## config.mk

```make
export PLATFORM = sky130hd
export DESIGN_NAME = chtd_mod
export DESIGN_NICKNAME = d
export VERILOG_FILES = /design/src/rtl/chtd_mod.sv
export SDC_FILE = /design/constraint.sdc
export NUM_CORES = 1
export LEC_CHECK = 0
export ABC_AREA = 1
export BUFFER_PORTS_ARGS = -buffer_cell sky130_fd_sc_hd__buf_2
export CORE_ASPECT_RATIO = 0.9
export CORE_UTILIZATION = 30
export CTS_CLUSTER_SIZE = 16
export DETAILED_ROUTE_END_ITERATION = 8
export PLACE_DENSITY = 0.54
export SLEW_MARGIN = 10
export SYNTH_ARGS = -nofsm -noshare
export SYNTH_HDL_FRONTEND = slang
export SYNTH_SLANG_ARGS = --single-unit
```

## constraint.sdc

```tcl
create_clock -name clk -period 1.82 [get_ports clk]
set_input_delay 0.182 -clock clk [delete_from_list [all_inputs] [get_ports clk]]
set_output_delay 0.182 -clock clk [all_outputs]
set_load 0.01 [all_outputs]
```

## src/rtl/chtd_mod.sv

```systemverilog
// chtd_mod: bit-serial restoring modulo of the key by the bucket count
`timescale 1ns / 1ps

module chtd_mod #(
  parameter int DIVIDEND_W = 32,
  parameter int MOD_W      = 11,
  parameter int REM_W      = 10
) (
  input  logic                  clk,
  input  logic                  rst,
  input  logic                  start,
  input  logic [DIVIDEND_W-1:0] dividend,
  input  logic [MOD_W-1:0]      modulus,
  output logic                  done,
  output logic [REM_W-1:0]      remainder
);

  localparam int CNT_W = $clog2(DIVIDEND_W);

  logic                  busy;
  logic [CNT_W-1:0]      cnt;
  logic [DIVIDEND_W-1:0] sh;
  logic [MOD_W-1:0]      rem;
  logic [MOD_W-1:0]      rem_next;
  logic [MOD_W:0]        trial;

  // trial stays below twice the modulus, so one subtract keeps rem below it
  always_comb begin
    trial = {rem, sh[DIVIDEND_W-1]};
    if (trial >= {1'b0, modulus}) begin
      rem_next = MOD_W'(trial - {1'b0, modulus});
    end else begin
      rem_next = trial[MOD_W-1:0];
    end
  end

  always_ff @(posedge clk) begin
    if (rst) begin
      busy <= 1'b0;
      done <= 1'b0;
      cnt  <= '0;
    end else begin
      done <= 1'b0;
      if (start) begin
        busy <= 1'b1;
        cnt  <= '0;
      end else if (busy) begin
        cnt <= cnt + 1'b1;
        if (cnt == CNT_W'(DIVIDEND_W - 1)) begin
          busy <= 1'b0;
          done <= 1'b1;
        end
      end
    end
  end

  always_ff @(posedge clk) begin
    if (start) begin
      sh  <= dividend;
      rem <= '0;
    end else if (busy) begin
      sh  <= {sh[DIVIDEND_W-2:0], 1'b0};
      rem <= rem_next;
    end
  end

  assign remainder = REM_W'(rem);

endmodule

```

==> metrics, run 1 <==
clock power share=31.9%; Clock transition at path regs=100 ps; Setup TNS=0 ps; Vias/cell=roughly 4.5; Non-Filler Instances=595; PD cells=a little under 700 nW/um^2; wire length on met1=around 3500 um; IO Pins=57; peak supply drop=between 0.0003 and 0.0004 V; # rows=34; Mapped Cells=about 400; Startpoint Class=flip-flop; Setup crit end kind=flip-flop; HP Class=in2reg; Inserted Diodes=0; Worst Path Arrival=between 2000 and 2500 ps; RSZ-0062 raised after global routing=true; Final Critical Period=around 1800 ps; Slew HR=between 30% and 40%; GP Congestion=~0.79; top layer in use=met4; WL met2=between 3000 and 4000 um; total gr overflow=0; DRC Markers=0; antenna violations before repair=0; Setup CP Type=reg2reg; Finish-stage setup viols=0; Psw=around 0.64 mW; Worst EP required=between 2000 and 2500 ps; register area share after synthesis=between 40% and 50%; TritonCTS Buffers=5; Root Buffer=clkbuf_8; max-slew violations=0; Ys Warns=0; P_int=~1.9 mW; Synth cell types=29; vias in the first global route=between 2000 and 3000; Die X=~110 um; Comb power frac=between 15 and 20%; CTS sink count=50; core area=9742 sq um; H-tree depth=2; Max-Cap Viols=0; multi-input logic area=~1400 sq um; Flop pwr share=52.7%; Starting Density=between 30% and 40%; pin count of the biggest net entering global routing=33; Seq cells post-synth=50; drt first-iter violations=between 100 and 150; die height=between 90 and 100 um; status=completed; die area=~11000 sq um; CP Max Fanout=2; layout cell share with drive strength beyond 1=25.37%; reg2reg setup slack=between 15 and 20 ps; maximum clock insertion buffer count=2; CTS tree=yes; CTS Hold Buffers Added=0; Yosys top cell area share=31.66%; Tot GR Track Use=between 10% and 20%; first-pass GRT wire length=11840 um; Via Count=2660; leak pwr=between 1.5 and 2 nW; Layout Nets=roughly 530; period utilization=between 90% and 100%; Met3 Routed Length=307 um; fmax=roughly 560 MHz; Placed Cells=580; synth top area cells=edfxtp_1, nand2_1, dfxtp_1, inv_1, ha_1; post-DP HPWL=about 5100 um; Sw Share=between 20% and 30%; Least-Margin Pin Slew=around 940 ps; post-synthesis cell area=around 3000 sq um; area grow syn2layout=22.01%; Worst Clk Skew=8.217 ps; wire length per cell=between 10 and 15 um; drt first pass iters=5; fillcell total=just over 1000; Clk Latency, worst-skew pair=between 300 and 400 ps; I/O Buffers=56; Syn Area/Cell=approximately 7.5 sq um; Routed WL=~7000 um; post-synthesis net count=463; antenna viol nets, final=0; dominant cell type by area after synthesis=edfxtp_1; register area=about 1300 sq um; final hold violations=0
[power by group through the flow]
stage	logic (mW)	registers, mW	clock network [mW]
2_1_floorplan	0.226	1.35	0
3_3_place_gp	0.353	1.35	0
3_5_place_dp	0.358	1.36	0
4_1_cts	0.384	1.33	0.831
5_1_grt	0.443	1.34	0.863
6_report	0.390	1.33	0.806
[cell usage after synthesis]
library cell / count
nor2_1: 14
o21ai_0: 3
dfxtp_1: 18
or2_0: 1
a21oi_2: 1
a211oi_1: 1
inv_1: 60
edfxtp_1: 32
nand3_1: 19
a31oi_1: 1
nand2_2: 7
buf_2: 2
fa_1: 1
and3_1: 1
nor3_1: 2
nand2_1: 167
o21ai_1: 3
a21oi_1: 6
buf_6: 4
inv_2: 2
clkbuf_1: 6
xor2_1: 3
nand4_1: 14
o21ai_2: 1
nor4_1: 1
ha_1: 13
nand3_2: 8
buf_4: 11
nor2_2: 1
[area by class of cell]
| cell class | count | share of cell area (%) |
|---|---|---|
| Tap cell | 126 | 4.257 |
| Inverter | 62 | 6.284 |
| Timing Repair Buffer | 80 | 13.21 |
| Multi-Input combinational cell | 269 | 37.57 |
| Sequential cell | 50 | 35.68 |
| Clock buffer | 6 | 1.959 |
| Clock inverter | 2 | 1.047 |
[what timing repair did]
action / CTS / global route
endpoints found under the setup margin: 11 / 26
setup buffers: 4 / 1
pin swaps: 5 / 9
gates cloned: 2 / 0
resized for setup: 10 / 7
[logic make-up (layout without fill, tap and decap cells)]
kind of cell	count (synthesis)	count (layout)	synth area share, %
AND/OR/NAND/NOR	235	236	33.64
buffers and inverters	85	150	12.94
flip-flops	50	50	43.53
AO/OA/AOI/OAI	16	16	3.009
adder cells (fa/ha/maj)	14	14	6.018
XOR/XNOR	3	3	0.8658
[placed cells by master (no fill, tap or decap), drive strengths merged]
cell    synthesis  layout
or2             1       1
buf            17      80
and3            1       1
nand3          27      28
clkbuf          6       6
inv            62      62
nand4          14      14
clkinv          0       1
nor3            2       2
xor2            3       3
o21ai           7       7
ha             13      13
a31oi           1       1
fa              1       1
edfxtp         32      32
a21oi           7       7
nor2           15      15
a211oi          1       1
nand2         174     174
dfxtp          18      18
nor4            1       1
bufinv          0       1
[through the flow]
stage | util, % | hold WS [ps] | cell area [sq um] | power [mW] | setup slack, ps
2_1_floorplan | - | 260.5 | 3038 | 1.576 | 27.83
3_3_place_gp | 35.68 | 368.9 | 3476 | 1.708 | -41.44
3_5_place_dp | 35.68 | 367.8 | 3476 | 1.715 | -144.4
4_1_cts | 37.71 | 34.75 | 3674 | 2.547 | -19.55
5_1_grt | 38.02 | 46.71 | 3704 | 2.647 | -130.2
6_report | 38.02 | 49.28 | 3704 | 2.528 | 18.52
[sequential cells by signal, indices dropped and copies added (netlist names)]
name	count
busy	1
cnt	5
done	1
rem	11
sh	32
[layer usage]
metal  up-vias  global-route usage [%]
li1       1390                       -
met1      1196                   20.04
met2        65                   21.51
met3         9                   3.286
met4         0                   3.161
met5         -                       0
[final timing paths]
| check | from | end | depth (start not counted) |
|---|---|---|---|
| setup reg to reg | sh[31] | rem[8] | 13 |
| hold / removal | rst | busy | 2 |
| setup / recovery | sh[31] | rem[8] | 13 |
| hold reg to reg | cnt[4] | cnt[4] | 2 |
[critical path: stages (launching register included)]
cell	delay, ps
edfxtp_1	350
inv_2	50
ha_4	160
fa_2	350
inv_2	80
nand2_2	50
nand2_2	70
buf_4	100
buf_4	80
nand3_1	100
nand3_1	120
nand3_2	70
nand3_1	70
nand2_1	50
Power figures use the tool's default switching activity.
==> run 2, diff against run 1 <==
Settings changed: CORE_ASPECT_RATIO 0.9 to 1.5.
==> metrics, run 2 (synthesized netlist as in run 1, its figures left out) <==
layout cell share with drive strength beyond 1=24.52%; most flop-heavy register=sh; CTS tree=yes; most frequent cells in the layout=nand2_1, inv_1, buf_2, edfxtp_1; Tot GR Track Use=~14%; Final Critical Period=approximately 1800 ps; P_int=2.104 mW; status=finished, violations left; Finish-stage setup viols=0; Psw=roughly 0.64 mW; I/O Buffers=56; Worst Path Arrival=approximately 2000 ps; failing checks=DRC; die area=about 11000 sq um; Clk Latency, worst-skew pair=roughly 290 ps; RR Startpoint=sh[31]; maximum clock insertion buffer count=2; fmax=~560 MHz; die height=~130 um; Non-Filler Instances=slightly below 600; Setup crit end kind=flip-flop; Via Count=2580; IO Pins=57; dpl cell area=about 3400 sq um; worst setup margin=24.22 ps; fillcell total=between 1000 and 1500; hold endpoint=busy; HP Class=in2reg; Worst EP required=~2100 ps; Hold Startpoint=rst; Setup CP Type=reg2reg; Vias/cell=~4.4; Die X=~84 um; final hold violations=0; CTS sink count=50; WHS Path Cells=2; TritonCTS Buffers=5; first-pass GRT wire length=~12000 um; cell area after layout=3701 sq um; Final Util=approximately 38%; power consumption=approximately 2.7 mW; Inserted Diodes=0; reg2reg end=rem[10]; R2R cell count=15; core area=about 9700 sq um; Least-Margin Pin Slew=roughly 910 ps; total gr overflow=0; DRC Markers=7; Starting Density=31.15%; CP max stage delay=390 ps; pre-CTS WS=-117.9 ps; vias in the first global route=between 2000 and 3000; drt first-iter violations=67; period utilization=98.67%; Clock transition at path regs=roughly 60 ps; Sw Share=between 20% and 30%; antenna violations before repair=0; max FFs per register=32; drt first pass iters=6; commonest non-fill, non-tap cell in the layout=nand2_1; Setup TNS=0 ps; Max-Cap Viols=0; Flop pwr share=between 40% and 50%; GP Congestion=0.8346; Worst Clk Skew=10.59 ps; H-tree depth=2; max-slew violations=0; CP Cell Sequence=inv_2, ha_4, fa_2, inv_2, nand2_2, nand2_2, nand2_2, nand2_2, nand2_4, buf_6, nand4_1, nand2_1, inv_1, nand2_1, nand2_1; wire length per cell=between 10 and 15 um; Placed Cells=about 570; biggest regs=sh x32, rem x11, cnt x5; PD cells=742.5 nW/um^2; slowest CP cell=fa_2; antenna viol nets, final=0; Startpoint Class=flip-flop; Routed WL=approximately 6900 um; Comb power frac=13.4%; Crit path top cell by count=nand2_2; Root Buffer=clkbuf_16; Fin Hold WS=75.52 ps; clock power share=~38%; Layout Nets=about 520; reg2reg setup slack=between 20 and 25 ps; pin count of the biggest net entering global routing=38; RSZ-0062 raised after global routing=true; # rows=44; leak pwr=1.959 nW; peak supply drop=0.0004204 V; CP Max Fanout=6; area grow syn2layout=21.93%; CTS Hold Buffers Added=0; Slew HR=approximately two fifths; post-DP HPWL=~5200 um
## run 2: cell types whose count changed in the layout (fill, tap and decap cells not counted)
cell | before | now
buf_12 | 2 | 1
buf_4 | 21 | 18
clkbuf_16 | 0 | 5
clkbuf_8 | 5 | 0
clkinv_1 | 0 | 1
clkinv_4 | 1 | 0
nand3_1 | 19 | 18
nand3_2 | 7 | 8
nor2_1 | 13 | 14
nor2_2 | 2 | 1
o21ai_0 | 3 | 2
o21ai_1 | 3 | 4
## run 2: worst max path at each step
| stage | startpoint | end | slack (ps) |
|---|---|---|---|
| finish | sh[31] | rem[10] | 20 |
| global route | sh[31] | rem[10] | -120 |
| CTS | sh[31] | rem[10] | 20 |
| detailed placement | sh[31] | rem[0] | -120 |
| global placement | sh[31] | rem[2] | -40 |
| floorplan | sh[31] | rem[2] | 30 |
## run 2: final cells by class
| type | instances | area, sq um | share of cell area [%] |
|---|---|---|---|
| Timing Repair Buffer | 76 | 446.7 | 12.07 |
| Multi-Input combinational cell | 269 | 1394 | 37.66 |
| Clock buffer | 6 | 128.9 | 3.482 |
| Inverter | 62 | 232.7 | 6.288 |
| Sequential cell | 50 | 1321 | 35.70 |
| Tap cell | 115 | 143.9 | 3.888 |
| Clock inverter | 2 | 33.78 | 0.9128 |
## run 2: timing repair
action / 4_1_cts / 5_1_grt
pin swaps: 1 / 7
buffers inserted: 0 / 4
resized for setup: 7 / 11
cloned: 2 / 0
endpoints found under the setup margin: 11 / 11
## run 2: worst max-delay path, delay by kind of cell (launching register included)
kind,cells,cell delay (ps)
adder cells (fa/ha/maj),2,550
buffers and inverters,4,320
flip-flops,1,330
AND/OR/NAND/NOR,9,530
## run 2: layer usage
layer / up-vias / part of all wire (%) / GRT usage, %
li1: 1377 / - / -
met5: - / 0 / 0
met1: 1134 / 44 / 15.79
met2: 59 / 50 / 25.02
met3: 10 / 4.1 / 2.442
met4: 0 / 2.0 / 4.868
## run 2: power groups by stage
stage	combinational (mW)	sequential (mW)	clock, mW
floorplan	0.226	1.35	0
global placement	0.341	1.36	0
detailed placement	0.344	1.36	0
CTS	0.350	1.33	1.07
global route	0.424	1.34	1.11
finish	0.369	1.33	1.04
